[config.mk]
export PLATFORM = sky130hd
export DESIGN_NAME = orthogonal_connector_router_top_flat
export DESIGN_NICKNAME = d
export VERILOG_FILES = /design/src/hw/rtl/orc_pkg.sv /design/src/hw/rtl/orc_if.sv /design/src/hw/rtl/orc_front.sv /design/src/hw/rtl/orc_fifo.sv /design/src/hw/rtl/orc_back.sv /design/src/hw/rtl/orthogonal_connector_router_top.sv /design/src/flat_wrapper.sv
export VERILOG_INCLUDE_DIRS = /design/src /design/src/hw/rtl
export SDC_FILE = /design/constraint.sdc
export NUM_CORES = 2
export LEC_CHECK = 0
export ABC_AREA = 1
export BUFFER_PORTS_ARGS = -buffer_cell sky130_fd_sc_hd__buf_2
export CAP_MARGIN = 0
export CORE_MARGIN = 8
export CORE_UTILIZATION = 45
export DETAILED_ROUTE_END_ITERATION = 7
export GPL_ROUTABILITY_DRIVEN = 1
export PLACE_DENSITY_LB_ADDON = 0.15
export SYNTH_ARGS = -nofsm -noshare
export SYNTH_HDL_FRONTEND = slang
export SYNTH_SLANG_ARGS = --single-unit
[constraint.sdc]
create_clock -name clk_i -period 52.2 [get_ports clk_i]
set_input_delay 0 -clock clk_i [delete_from_list [all_inputs] [get_ports clk_i]]
set_output_delay 0 -clock clk_i [all_outputs]
set_load 0.05 [all_outputs]
[src/hw/rtl/assert_macros.svh]
// Assertion macros shared by the router RTL.
// Each macro samples on clk_i and is disabled while rst_ni is low.
`ifndef ASSERT_MACROS_SVH
`define ASSERT_MACROS_SVH

// Property must hold at every clock edge out of reset.
`define ORC_ASSERT(label, prop, msg) \
  label: assert property (@(posedge clk_i) disable iff (!rst_ni) prop) else $error(msg);

// Condition must never be true at a clock edge out of reset.
`define ORC_ASSERT_NEVER(label, cond, msg) \
  label: assert property (@(posedge clk_i) disable iff (!rst_ni) !(cond)) else $error(msg);

`endif

[src/hw/rtl/orc_pkg.sv]
// Package for the orthogonal connector router: widths, reset values and the
// route record passed from the front end through the queue to the back end.
// No dependencies.
package orc_pkg;

  localparam int COORD_BITS_DEF = 16;
  localparam int STUB_W         = 10;
  localparam logic [STUB_W-1:0] STUB_RESET = STUB_W'(10);

  localparam int OUT_W   = 19;
  localparam int OUT_MAX = 262143;
  localparam int OUT_MIN = -262144;

  localparam int MAX_PTS = 6;
  localparam int CNT_W   = 3;

  // Queue depth between front and back end; must be a power of two.
  localparam int QUEUE_DEPTH = 2;

  typedef struct packed {
    logic [MAX_PTS-1:0][OUT_W-1:0] px;
    logic [MAX_PTS-1:0][OUT_W-1:0] py;
    logic [CNT_W-1:0]              cnt;
  } route_t;

endpackage

[src/hw/rtl/orc_if.sv]
// Handshake interfaces of the router: route requests, corner points and the
// stub length configuration write. Depends on orc_pkg.
interface orc_in_if #(
  parameter int COORD_BITS = orc_pkg::COORD_BITS_DEF
);
  logic                         valid;
  logic                         ready;
  logic signed [COORD_BITS-1:0] start_x;
  logic signed [COORD_BITS-1:0] start_y;
  logic signed [2:0]            start_dir;
  logic signed [COORD_BITS-1:0] end_x;
  logic signed [COORD_BITS-1:0] end_y;
  logic signed [2:0]            end_dir;

  modport source (
    output valid, start_x, start_y, start_dir, end_x, end_y, end_dir,
    input  ready
  );
  modport sink (
    input  valid, start_x, start_y, start_dir, end_x, end_y, end_dir,
    output ready
  );
endinterface

interface orc_out_if;
  logic                            valid;
  logic                            ready;
  logic signed [orc_pkg::OUT_W-1:0] point_x;
  logic signed [orc_pkg::OUT_W-1:0] point_y;
  logic                            last_point;

  modport source (output valid, point_x, point_y, last_point, input ready);
  modport sink (input valid, point_x, point_y, last_point, output ready);
endinterface

interface orc_cfg_if;
  logic                         valid;
  logic                         ready;
  logic [orc_pkg::STUB_W-1:0]   stub_length;

  modport source (output valid, stub_length, input ready);
  modport sink (input valid, stub_length, output ready);
endinterface

[src/hw/rtl/orc_front.sv]
// Front end of the router: holds the stub length register, accepts route
// requests and computes all corner points in a six-stage pipeline.
// Depends on orc_pkg and orc_if.sv.
module orc_front #(
  parameter int COORD_BITS = orc_pkg::COORD_BITS_DEF
) (
  input  logic           clk_i,
  input  logic           rst_ni,
  orc_in_if.sink         in_i,
  orc_cfg_if.sink        cfg_i,
  input  logic           q_ready_i,
  output logic           push_o,
  output orc_pkg::route_t route_o
);

  localparam int MagW = (COORD_BITS > 13) ? COORD_BITS : 13;
  localparam int W    = MagW + 6;

  typedef logic signed [W-1:0] val_t;

  typedef enum logic [1:0] {
    DIR_UP    = 2'd0,
    DIR_LEFT  = 2'd1,
    DIR_DOWN  = 2'd2,
    DIR_RIGHT = 2'd3
  } dir_e;

  typedef enum logic [1:0] {
    ROUTE_SAME,
    ROUTE_OPP,
    ROUTE_NEAR,
    ROUTE_FAR
  } route_kind_e;

  typedef struct packed {
    logic none;
    logic away;
    dir_e s1;
    dir_e s2;
    val_t x0;
    val_t y0;
    val_t x1;
    val_t y1;
    val_t x2;
    val_t y2;
    val_t len;
  } geo_t;

  localparam val_t SatHi = val_t'(orc_pkg::OUT_MAX);
  localparam val_t SatLo = val_t'(orc_pkg::OUT_MIN);

  function automatic val_t to_half(logic signed [COORD_BITS-1:0] c);
    val_t v;
    v = val_t'(c);
    return v <<< 1;
  endfunction

  function automatic logic is_pos(val_t v);
    return !v[W-1] && (v != '0);
  endfunction

  function automatic val_t abs_val(val_t v);
    return v[W-1] ? -v : v;
  endfunction

  function automatic logic is_vert(dir_e d);
    return (d == DIR_UP) || (d == DIR_DOWN);
  endfunction

  // True when the offset (dx, dy) points against direction d.
  function automatic logic opposes(dir_e d, val_t dx, val_t dy);
    logic r;
    unique case (d)
      DIR_UP:    r = is_pos(dy);
      DIR_LEFT:  r = is_pos(dx);
      DIR_DOWN:  r = dy[W-1];
      DIR_RIGHT: r = dx[W-1];
      default:   r = 1'b0;
    endcase
    return r;
  endfunction

  function automatic dir_e turn_dir(dir_e d, logic pos);
    dir_e r;
    unique case (d) inside
      DIR_UP, DIR_DOWN:    r = pos ? DIR_RIGHT : DIR_LEFT;
      DIR_LEFT, DIR_RIGHT: r = pos ? DIR_DOWN : DIR_UP;
      default:             r = DIR_UP;
    endcase
    return r;
  endfunction

  function automatic val_t move_x(val_t base, dir_e d, val_t amt);
    val_t r;
    unique case (d) inside
      DIR_LEFT:         r = base - amt;
      DIR_RIGHT:        r = base + amt;
      DIR_UP, DIR_DOWN: r = base;
      default:          r = base;
    endcase
    return r;
  endfunction

  function automatic val_t move_y(val_t base, dir_e d, val_t amt);
    val_t r;
    unique case (d) inside
      DIR_UP:              r = base - amt;
      DIR_DOWN:            r = base + amt;
      DIR_LEFT, DIR_RIGHT: r = base;
      default:             r = base;
    endcase
    return r;
  endfunction

  function automatic logic [orc_pkg::OUT_W-1:0] sat(val_t v);
    logic [orc_pkg::OUT_W-1:0] r;
    if (v > SatHi) begin
      r = SatHi[orc_pkg::OUT_W-1:0];
    end else if (v < SatLo) begin
      r = SatLo[orc_pkg::OUT_W-1:0];
    end else begin
      r = v[orc_pkg::OUT_W-1:0];
    end
    return r;
  endfunction

  logic [orc_pkg::STUB_W-1:0] stub_q;

  logic adv;
  logic a_vld_q, b_vld_q, c_vld_q, d_vld_q, e_vld_q, f_vld_q;

  geo_t a_d, a_q, b_d, b_q, c_q, d_q, e_q, f_q;
  val_t a_dx_q, a_dy_q, c_dx_q, c_dy_q;

  route_kind_e d_kind_d, d_kind_q, e_kind_q, f_kind_q;
  dir_e        d_t_d, d_t_q, e_t_q, f_t_q;
  val_t        d_along_d, d_along_q, d_lat_d, d_lat_q;
  val_t        e_delta_d, e_delta_q, e_alpha_q, f_alpha_q;
  val_t        f_p1x_q, f_p1y_q, f_p2x_q, f_p2y_q;

  logic b_pos, d_same, d_opp;
  val_t d_adx, d_ady, f_amt2;
  val_t p3x, p3y;

  logic [orc_pkg::OUT_W-1:0] sx0, sy0, sx1, sy1, sp1x, sp1y, sp2x, sp2y;
  logic [orc_pkg::OUT_W-1:0] sp3x, sp3y, sx2, sy2;
  logic [orc_pkg::MAX_PTS-1:0][orc_pkg::OUT_W-1:0] tx, ty;
  logic [orc_pkg::CNT_W-1:0] base_cnt;

  assign cfg_i.ready = 1'b1;

  always_ff @(posedge clk_i or negedge rst_ni) begin
    if (!rst_ni) begin
      stub_q <= orc_pkg::STUB_RESET;
    end else if (cfg_i.valid) begin
      stub_q <= cfg_i.stub_length;
    end
  end

  // Items with no direction travel down the pipe and are dropped at the end.
  assign adv        = !f_vld_q || f_q.none || q_ready_i;
  assign in_i.ready = adv;
  assign push_o     = f_vld_q && !f_q.none && q_ready_i;

  always_ff @(posedge clk_i or negedge rst_ni) begin
    if (!rst_ni) begin
      a_vld_q <= 1'b0;
      b_vld_q <= 1'b0;
      c_vld_q <= 1'b0;
      d_vld_q <= 1'b0;
      e_vld_q <= 1'b0;
      f_vld_q <= 1'b0;
    end else if (adv) begin
      a_vld_q <= in_i.valid;
      b_vld_q <= a_vld_q;
      c_vld_q <= b_vld_q;
      d_vld_q <= c_vld_q;
      e_vld_q <= d_vld_q;
      f_vld_q <= e_vld_q;
    end
  end

  always_comb begin
    a_d.none = in_i.start_dir[2] | in_i.end_dir[2];
    a_d.away = 1'b0;
    a_d.s1   = dir_e'(in_i.start_dir[1:0]);
    a_d.s2   = dir_e'(in_i.end_dir[1:0]);
    a_d.x1   = to_half(in_i.start_x);
    a_d.y1   = to_half(in_i.start_y);
    a_d.x0   = a_d.x1;
    a_d.y0   = a_d.y1;
    a_d.x2   = to_half(in_i.end_x);
    a_d.y2   = to_half(in_i.end_y);
    a_d.len  = val_t'({1'b0, stub_q, 1'b0});
  end

  // A start that faces away from the end leaves by one stub and turns.
  always_comb begin
    b_d      = a_q;
    b_pos    = is_vert(a_q.s1) ? !a_dx_q[W-1] : !a_dy_q[W-1];
    b_d.away = opposes(a_q.s1, a_dx_q, a_dy_q);
    b_d.x0   = a_q.x1;
    b_d.y0   = a_q.y1;
    if (b_d.away) begin
      b_d.s1 = turn_dir(a_q.s1, b_pos);
      b_d.x1 = move_x(a_q.x1, a_q.s1, a_q.len);
      b_d.y1 = move_y(a_q.y1, a_q.s1, a_q.len);
    end
  end

  always_comb begin
    d_same    = c_q.s1 == c_q.s2;
    d_opp     = !d_same && (c_q.s1[0] == c_q.s2[0]);
    d_adx     = abs_val(c_dx_q);
    d_ady     = abs_val(c_dy_q);
    d_along_d = is_vert(c_q.s1) ? d_ady : d_adx;
    d_lat_d   = is_vert(c_q.s1) ? d_adx : d_ady;
    d_t_d     = turn_dir(c_q.s1, is_vert(c_q.s1) ? is_pos(c_dx_q) : is_pos(c_dy_q));
    if (d_same) begin
      d_kind_d = ROUTE_SAME;
    end else if (d_opp) begin
      d_kind_d = ROUTE_OPP;
    end else if (opposes(c_q.s2, c_dx_q, c_dy_q)) begin
      d_kind_d = ROUTE_NEAR;
    end else begin
      d_kind_d = ROUTE_FAR;
    end
  end

  always_comb begin
    unique case (d_kind_q)
      ROUTE_SAME: e_delta_d = d_along_q + d_q.len;
      ROUTE_NEAR: e_delta_d = d_along_q;
      ROUTE_OPP:  e_delta_d = d_along_q >>> 1;
      ROUTE_FAR:  e_delta_d = d_along_q >>> 1;
      default:    e_delta_d = d_along_q;
    endcase
  end

  assign f_amt2 = (e_kind_q == ROUTE_OPP) ? e_delta_q : e_q.len;

  always_ff @(posedge clk_i) begin
    if (adv) begin
      a_q       <= a_d;
      a_dx_q    <= a_d.x2 - a_d.x1;
      a_dy_q    <= a_d.y2 - a_d.y1;
      b_q       <= b_d;
      c_q       <= b_q;
      c_dx_q    <= b_q.x2 - b_q.x1;
      c_dy_q    <= b_q.y2 - b_q.y1;
      d_q       <= c_q;
      d_kind_q  <= d_kind_d;
      d_t_q     <= d_t_d;
      d_along_q <= d_along_d;
      d_lat_q   <= d_lat_d;
      e_q       <= d_q;
      e_kind_q  <= d_kind_q;
      e_t_q     <= d_t_q;
      e_delta_q <= e_delta_d;
      e_alpha_q <= d_lat_q + d_q.len;
      f_q       <= e_q;
      f_kind_q  <= e_kind_q;
      f_t_q     <= e_t_q;
      f_alpha_q <= e_alpha_q;
      f_p1x_q   <= move_x(e_q.x1, e_q.s1, e_delta_q);
      f_p1y_q   <= move_y(e_q.y1, e_q.s1, e_delta_q);
      f_p2x_q   <= move_x(e_q.x2, e_q.s2, f_amt2);
      f_p2y_q   <= move_y(e_q.y2, e_q.s2, f_amt2);
    end
  end

  assign p3x = move_x(f_p1x_q, f_t_q, f_alpha_q);
  assign p3y = move_y(f_p1y_q, f_t_q, f_alpha_q);

  assign sx0  = sat(f_q.x0);
  assign sy0  = sat(f_q.y0);
  assign sx1  = sat(f_q.x1);
  assign sy1  = sat(f_q.y1);
  assign sp1x = sat(f_p1x_q);
  assign sp1y = sat(f_p1y_q);
  assign sp2x = sat(f_p2x_q);
  assign sp2y = sat(f_p2y_q);
  assign sp3x = sat(p3x);
  assign sp3y = sat(p3y);
  assign sx2  = sat(f_q.x2);
  assign sy2  = sat(f_q.y2);

  always_comb begin
    for (int i = 0; i < orc_pkg::MAX_PTS; i++) begin
      tx[i] = sx2;
      ty[i] = sy2;
    end
    tx[0] = sx1;
    ty[0] = sy1;
    tx[1] = sp1x;
    ty[1] = sp1y;
    unique case (f_kind_q)
      ROUTE_SAME, ROUTE_OPP: begin
        tx[2]    = sp2x;
        ty[2]    = sp2y;
        base_cnt = orc_pkg::CNT_W'(4);
      end
      ROUTE_NEAR: begin
        base_cnt = orc_pkg::CNT_W'(3);
      end
      ROUTE_FAR: begin
        tx[2]    = sp3x;
        ty[2]    = sp3y;
        tx[3]    = sp2x;
        ty[3]    = sp2y;
        base_cnt = orc_pkg::CNT_W'(5);
      end
      default: begin
        base_cnt = orc_pkg::CNT_W'(3);
      end
    endcase

    route_o.cnt = base_cnt + orc_pkg::CNT_W'(f_q.away);
    if (f_q.away) begin
      route_o.px[0] = sx0;
      route_o.py[0] = sy0;
      for (int i = 1; i < orc_pkg::MAX_PTS; i++) begin
        route_o.px[i] = tx[i-1];
        route_o.py[i] = ty[i-1];
      end
    end else begin
      route_o.px = tx;
      route_o.py = ty;
    end
  end

endmodule

[src/hw/rtl/orc_fifo.sv]
// Short queue of finished routes between the front and back end.
// Depends on orc_pkg and assert_macros.svh.
`include "assert_macros.svh"

module orc_fifo (
  input  logic            clk_i,
  input  logic            rst_ni,
  input  logic            push_i,
  input  orc_pkg::route_t data_i,
  output logic            ready_o,
  input  logic            pop_i,
  output logic            vld_o,
  output orc_pkg::route_t data_o
);

  localparam int PtrW = (orc_pkg::QUEUE_DEPTH > 1) ? $clog2(orc_pkg::QUEUE_DEPTH) : 1;
  localparam int CntW = $clog2(orc_pkg::QUEUE_DEPTH + 1);
  localparam logic [CntW-1:0] FullCnt = CntW'(orc_pkg::QUEUE_DEPTH);

  orc_pkg::route_t mem_q [orc_pkg::QUEUE_DEPTH];
  logic [PtrW-1:0] wr_q, rd_q;
  logic [CntW-1:0] cnt_q;

  assign ready_o = cnt_q != FullCnt;
  assign vld_o   = cnt_q != '0;
  assign data_o  = mem_q[rd_q];

  always_ff @(posedge clk_i or negedge rst_ni) begin
    if (!rst_ni) begin
      wr_q  <= '0;
      rd_q  <= '0;
      cnt_q <= '0;
    end else begin
      if (push_i) begin
        wr_q <= wr_q + PtrW'(1);
      end
      if (pop_i) begin
        rd_q <= rd_q + PtrW'(1);
      end
      case ({push_i, pop_i})
        2'b10:   cnt_q <= cnt_q + CntW'(1);
        2'b01:   cnt_q <= cnt_q - CntW'(1);
        default: cnt_q <= cnt_q;
      endcase
    end
  end

  always_ff @(posedge clk_i) begin
    if (push_i) begin
      mem_q[wr_q] <= data_i;
    end
  end

  `ORC_ASSERT_NEVER(a_cnt_range, cnt_q > FullCnt, "Queue count exceeds its depth.")
  `ORC_ASSERT(a_push_room, push_i |-> (cnt_q != FullCnt), "Route pushed into a full queue.")
  `ORC_ASSERT(a_pop_data, pop_i |-> (cnt_q != '0), "Route popped from an empty queue.")
  `ORC_ASSERT(a_cnt_up, (push_i && !pop_i) |=> (cnt_q == $past(cnt_q) + CntW'(1)), "Count lost a push.")

endmodule

[src/hw/rtl/orc_back.sv]
// Back end of the router: walks the route at the head of the queue and
// sends its corner points one per cycle, while the output is ready, through an output register.
// Depends on orc_pkg, orc_if.sv and assert_macros.svh.
`include "assert_macros.svh"

module orc_back (
  input  logic            clk_i,
  input  logic            rst_ni,
  input  logic            q_vld_i,
  input  orc_pkg::route_t q_data_i,
  output logic            pop_o,
  orc_out_if.source       out_o
);

  logic                        vld_q, last_q;
  logic [orc_pkg::OUT_W-1:0]   x_q, y_q;
  logic [orc_pkg::CNT_W-1:0]   idx_q;
  logic                        out_free, load, is_last;

  assign out_free = !vld_q || out_o.ready;
  assign load     = q_vld_i && out_free;
  assign is_last  = idx_q == (q_data_i.cnt - orc_pkg::CNT_W'(1));
  assign pop_o    = load && is_last;

  always_ff @(posedge clk_i or negedge rst_ni) begin
    if (!rst_ni) begin
      vld_q <= 1'b0;
      idx_q <= '0;
    end else begin
      if (out_free) begin
        vld_q <= q_vld_i;
      end
      if (load) begin
        idx_q <= is_last ? '0 : idx_q + orc_pkg::CNT_W'(1);
      end
    end
  end

  always_ff @(posedge clk_i) begin
    if (load) begin
      x_q    <= q_data_i.px[idx_q];
      y_q    <= q_data_i.py[idx_q];
      last_q <= is_last;
    end
  end

  assign out_o.valid      = vld_q;
  assign out_o.point_x    = x_q;
  assign out_o.point_y    = y_q;
  assign out_o.last_point = last_q;

  `ORC_ASSERT(a_idx_in_route, q_vld_i |-> (idx_q < q_data_i.cnt), "Point index past route end.")
  `ORC_ASSERT(a_idx_idle, !q_vld_i |-> (idx_q == '0), "Point index not rewound.")
  `ORC_ASSERT(a_pop_last, pop_o |=> (out_o.valid && out_o.last_point), "Route popped early.")

endmodule

[src/hw/rtl/orthogonal_connector_router_top.sv]
// Orthogonal connector router: a route request enters the front pipeline
// at up to one item per cycle unless the queue is full, and its corner
// points leave one per cycle while the output is ready, three to six per
// route. Requests with a missing direction produce no points. A request's
// first point passes the front pipeline stages, the queue and the output register.
// Points are in half units, saturated to 19 bits; stub_length resets to 10.
// Depends on orc_pkg, orc_if.sv, orc_front, orc_fifo and orc_back.
module orthogonal_connector_router_top #(
  parameter int COORD_BITS = orc_pkg::COORD_BITS_DEF
) (
  input  logic      clk_i,
  input  logic      rst_ni,
  orc_in_if.sink    in_i,
  orc_out_if.source out_o,
  orc_cfg_if.sink   cfg_i
);

  logic            push, q_ready, q_vld, pop;
  orc_pkg::route_t push_data, head_data;

  orc_front #(
    .COORD_BITS(COORD_BITS)
  ) u_front (
    .clk_i     (clk_i),
    .rst_ni    (rst_ni),
    .in_i      (in_i),
    .cfg_i     (cfg_i),
    .q_ready_i (q_ready),
    .push_o    (push),
    .route_o   (push_data)
  );

  orc_fifo u_fifo (
    .clk_i   (clk_i),
    .rst_ni  (rst_ni),
    .push_i  (push),
    .data_i  (push_data),
    .ready_o (q_ready),
    .pop_i   (pop),
    .vld_o   (q_vld),
    .data_o  (head_data)
  );

  orc_back u_back (
    .clk_i    (clk_i),
    .rst_ni   (rst_ni),
    .q_vld_i  (q_vld),
    .q_data_i (head_data),
    .pop_o    (pop),
    .out_o    (out_o)
  );

endmodule
[src/flat_wrapper.sv]
// flat-port wrapper written by rule: the top's interface ports become plain ports
module orthogonal_connector_router_top_flat 
#(
  parameter int COORD_BITS = orc_pkg::COORD_BITS_DEF
)
  (clk_i, rst_ni, in_i_valid, in_i_start_x, in_i_start_y, in_i_start_dir, in_i_end_x, in_i_end_y, in_i_end_dir, in_i_ready, out_o_valid, out_o_point_x, out_o_point_y, out_o_last_point, out_o_ready, cfg_i_valid, cfg_i_stub_length, cfg_i_ready);
  orc_in_if #(.COORD_BITS(COORD_BITS)) in_i_i ();
  orc_out_if out_o_i ();
  orc_cfg_if cfg_i_i ();
  input  logic clk_i;
  input  logic rst_ni;
  input wire logic [$bits(in_i_i.valid)-1:0] in_i_valid;
  input wire logic [$bits(in_i_i.start_x)-1:0] in_i_start_x;
  input wire logic [$bits(in_i_i.start_y)-1:0] in_i_start_y;
  input wire logic [$bits(in_i_i.start_dir)-1:0] in_i_start_dir;
  input wire logic [$bits(in_i_i.end_x)-1:0] in_i_end_x;
  input wire logic [$bits(in_i_i.end_y)-1:0] in_i_end_y;
  input wire logic [$bits(in_i_i.end_dir)-1:0] in_i_end_dir;
  output wire logic [$bits(in_i_i.ready)-1:0] in_i_ready;
  output wire logic [$bits(out_o_i.valid)-1:0] out_o_valid;
  output wire logic [$bits(out_o_i.point_x)-1:0] out_o_point_x;
  output wire logic [$bits(out_o_i.point_y)-1:0] out_o_point_y;
  output wire logic [$bits(out_o_i.last_point)-1:0] out_o_last_point;
  input wire logic [$bits(out_o_i.ready)-1:0] out_o_ready;
  input wire logic [$bits(cfg_i_i.valid)-1:0] cfg_i_valid;
  input wire logic [$bits(cfg_i_i.stub_length)-1:0] cfg_i_stub_length;
  output wire logic [$bits(cfg_i_i.ready)-1:0] cfg_i_ready;
  assign in_i_i.valid = in_i_valid;
  assign in_i_i.start_x = in_i_start_x;
  assign in_i_i.start_y = in_i_start_y;
  assign in_i_i.start_dir = in_i_start_dir;
  assign in_i_i.end_x = in_i_end_x;
  assign in_i_i.end_y = in_i_end_y;
  assign in_i_i.end_dir = in_i_end_dir;
  assign in_i_ready = in_i_i.ready;
  assign out_o_valid = out_o_i.valid;
  assign out_o_point_x = out_o_i.point_x;
  assign out_o_point_y = out_o_i.point_y;
  assign out_o_last_point = out_o_i.last_point;
  assign out_o_i.ready = out_o_ready;
  assign cfg_i_i.valid = cfg_i_valid;
  assign cfg_i_i.stub_length = cfg_i_stub_length;
  assign cfg_i_ready = cfg_i_i.ready;
  orthogonal_connector_router_top #(.COORD_BITS(COORD_BITS)) u_core (.clk_i(clk_i), .rst_ni(rst_ni), .in_i(in_i_i), .out_o(out_o_i), .cfg_i(cfg_i_i));
endmodule
==> qor.txt <==
Worst EP arrival = 6.01 ns
max-slew violations = 0
GPL Wtd Cong = 0.952
Yosys cell types = 71
ys async rst share = 1.69%
top cells by area, synth = edfxtp_1 (59%), nand2_1 (7.6%), ha_1 (5.2%)
Iter 0 DRT Violations = 5070
first-pass GRT wire length = 316000 um
slew at the pin closest to its max-slew limit = 1.13 ns
synth cell count leaders = nand2_1 (1439), edfxtp_1 (1398), o21ai_0 (726)
vias in the first global route = 48700
setup_tns = 0 ns
clock sink count = 1422
WP buf/inv = 6
DPL Wire Length = 162000 um
warnings from Yosys = 0
initial antenna violation count = 11
post-synth top area cell = edfxtp_1
gr usage total = 24.8%
Hold Path Cell Cnt = 3
Post-Syn Nets = 7302
Worst Path Max Fanout = 77
Core Area = 158000 um2
Remaining DRCs = 0
post-CTS setup buffers = 0
Inst Count DP = 8926
Post-synth EDFFs = 1398
Primary FF master, synth = edfxtp_1
CP startpoint kind = register
Final Non-Filler Cells = 9373
most numerous cell in the Yosys netlist = nand2_1
Initial Util = 45.2%
critical path cell sequence = inv_1 > nand3_4 > buf_4 > buf_4 > buf_4 > buf_4 > buf_4
minimum clock period = 5.62 ns
critical path's slowest cell = buf_4
clk root buf = clkbuf_16
top-area cell type share of the netlist area = 58.9%
DRT Pass-1 Iters = 6
Layout Utilization = 51.1%
critical path required time = 52.59 ns
Max-Cap Viols = 0
die height = 414 um
Routed Antenna Nets = 0
port bufs = 125
crit end category = register
CTS tree = done
die area = 171000 um2
end of the worst register-to-register path = u_core.u_front.c_q[25]
vias = 51300
clock latency on the worst-skew pair = 0.79 ns
clk slew on worst S/H paths = 0.06 ns
run status = finished, final reports clean
final setup violation count = 0
RSZ-0062 raised after global routing = false
Final #Nets = 7582
Layout Skew = 0.0353 ns
# resized after CTS = 0
Hold Crit Class = in2reg
final worst setup slack = 46.58 ns
Peak Freq = 178 MHz
Worst Setup Path Type = reg2reg
via/cell ratio = 5.47
Seq/Total Area, Yosys = 59.7%
Ports = 127
Area growth syn-to-layout = 13.1%
Chip Width = 414 um
largest net degree at the start of global routing = 178
per-cell routed wire length = 23.2 um
Rows = 146
Crit path largest cell delay = 0.86 ns
synthesized instance count = 6903
R2R Setup Slk = 46.58 ns
total number of H-tree levels = 4
Clock Path Buffers = 3
register bit count reported by yosys = 1422
total CTS buffers = 151
Mapped Area = 71300 um2
fin crit share = 10.8%
delay-heaviest family, CP = buffers and inverters
Slew headroom = 24.5%
R2R Path Start = u_core.u_fifo.cnt_q[0]
Fin. Hold Viols = 0
Hold Path End = u_core.u_front.a_q[159]
Place WS = 46.56 ns
Hold-fix buffers, CTS = 176
Hold Startpoint = in_i_end_dir[2]
most frequent CP cell = buf_4
R2R depth = 7
Syn Area/Cell = 10.3 um2
Remaining Overflow, GRT = 0
final WL = 218000 um
ratio of cells with drive above 1 in the final layout = 8.19%
cells by family (layout without fill, tap and decap cells):
group	count (synthesis)	after routing	share of synthesized area, %
fa+ha+maj	314	314	5.68
xor+xnor	208	208	2.56
buf+inv	872	1268	4.67
other cells	1	3	0.00526
mux	25	25	0.381
compound gates	1478	1478	11.7
simple gates	2583	2583	15.3
flops	1422	1422	59.7
routing by layer:
layer / part of all wire (%) / routed length [um] / vias to the layer above / global-route usage [%]
li1: - / - / 24700 / -
met1: 44 / 96500 / 24700 / 34.6
met2: 47 / 102000 / 1590 / 40.8
met3: 6.0 / 13200 / 285 / 3.42
met4: 3.0 / 6490 / 0 / 7.15
met5: 0 / 0 / - / 0
area by class of cell:
| type | count | area (um2) |
|---|---|---|
| antenna | 2 | 5.00 |
| clock buffer | 194 | 4000 |
| clock inverter | 75 | 748 |
| fill | 14200 | 77200 |
| inverter | 633 | 2380 |
| multi-input combinational | 4609 | 25400 |
| sequential | 1422 | 42600 |
| tap | 2072 | 2590 |
| timing repair buffer | 366 | 2900 |
registers in the layout, summed over array words and instances (netlist names), 22 cells and up:
register,flops
u_core.u_fifo.mem_q,442
u_core.u_front.a_q,79
u_core.u_front.b_q,114
u_core.u_front.c_q,114
u_core.u_front.d_q,114
u_core.u_front.e_delta_q,22
u_core.u_front.e_q,114
u_core.u_front.f_p1x_q,22
u_core.u_front.f_p1y_q,22
u_core.u_front.f_p2x_q,22
u_core.u_front.f_p2y_q,22
u_core.u_front.f_q,100
per-stage QoR:
| step | area, um2 | hold WS (ns) |
|---|---|---|
| 2_1_floorplan | 71300 | -0.296 |
| 3_3_place_gp | 74100 | 0.146 |
| 3_5_place_dp | 74100 | 0.162 |
| 4_1_cts | 80600 | 0.00180 |
| 5_1_grt | 80600 | 0.0248 |
| 6_report | 80600 | 0.0627 |
worst min-delay path, delay by kind of cell:
family	cells	cell delay, ns
and+or+nand+nor	1	0.09
buffers and inverters	2	0.63
cell usage in the layout, fill, tap and decap left out, types with 17 or more instances in the layout:
cell and instances:
clkbuf_1 38, dlygate4sd3_1 175, nand3_1 265, buf_4 64, nor2_1 585, nand2_1 1439, a21oi_1 359, o221ai_1 72
clkinv_1 34, a31oi_1 27, o22ai_1 58, xnor2_1 65, o21ai_0 725, ha_1 298, a21boi_0 24, o21ai_1 48
nor2_2 21, clkbuf_16 152, inv_1 612, o211ai_1 42, dfrtp_1 19, a21o_1 19, nor3_1 45, o21bai_1 26
nand4_1 44, xor2_1 143, nand3_2 32, buf_2 125, nor4_1 20, mux2_2 17, or2_2 78, edfxtp_1 1398
worst max-delay path by stage:
stage,start,end,slack [ns],cells past startpoint
2_1_floorplan,u_core.u_fifo.cnt_q[0],u_core.u_front.b_vld_q,24.38,4
5_1_grt,u_core.u_fifo.cnt_q[0],u_core.u_front.c_q[25],46.15,7
3_3_place_gp,u_core.u_fifo.cnt_q[0],u_core.u_front.c_q[26],46.59,7
3_5_place_dp,u_core.u_fifo.cnt_q[0],u_core.u_front.c_q[26],46.56,7
6_report,u_core.u_fifo.cnt_q[0],u_core.u_front.c_q[25],46.58,7
4_1_cts,u_core.u_fifo.cnt_q[0],u_core.u_front.c_q[25],46.54,7
Power is left out: the tool's default activity adds up to more than one toggle a clock period on the data nets, which glitch-free logic cannot reach.
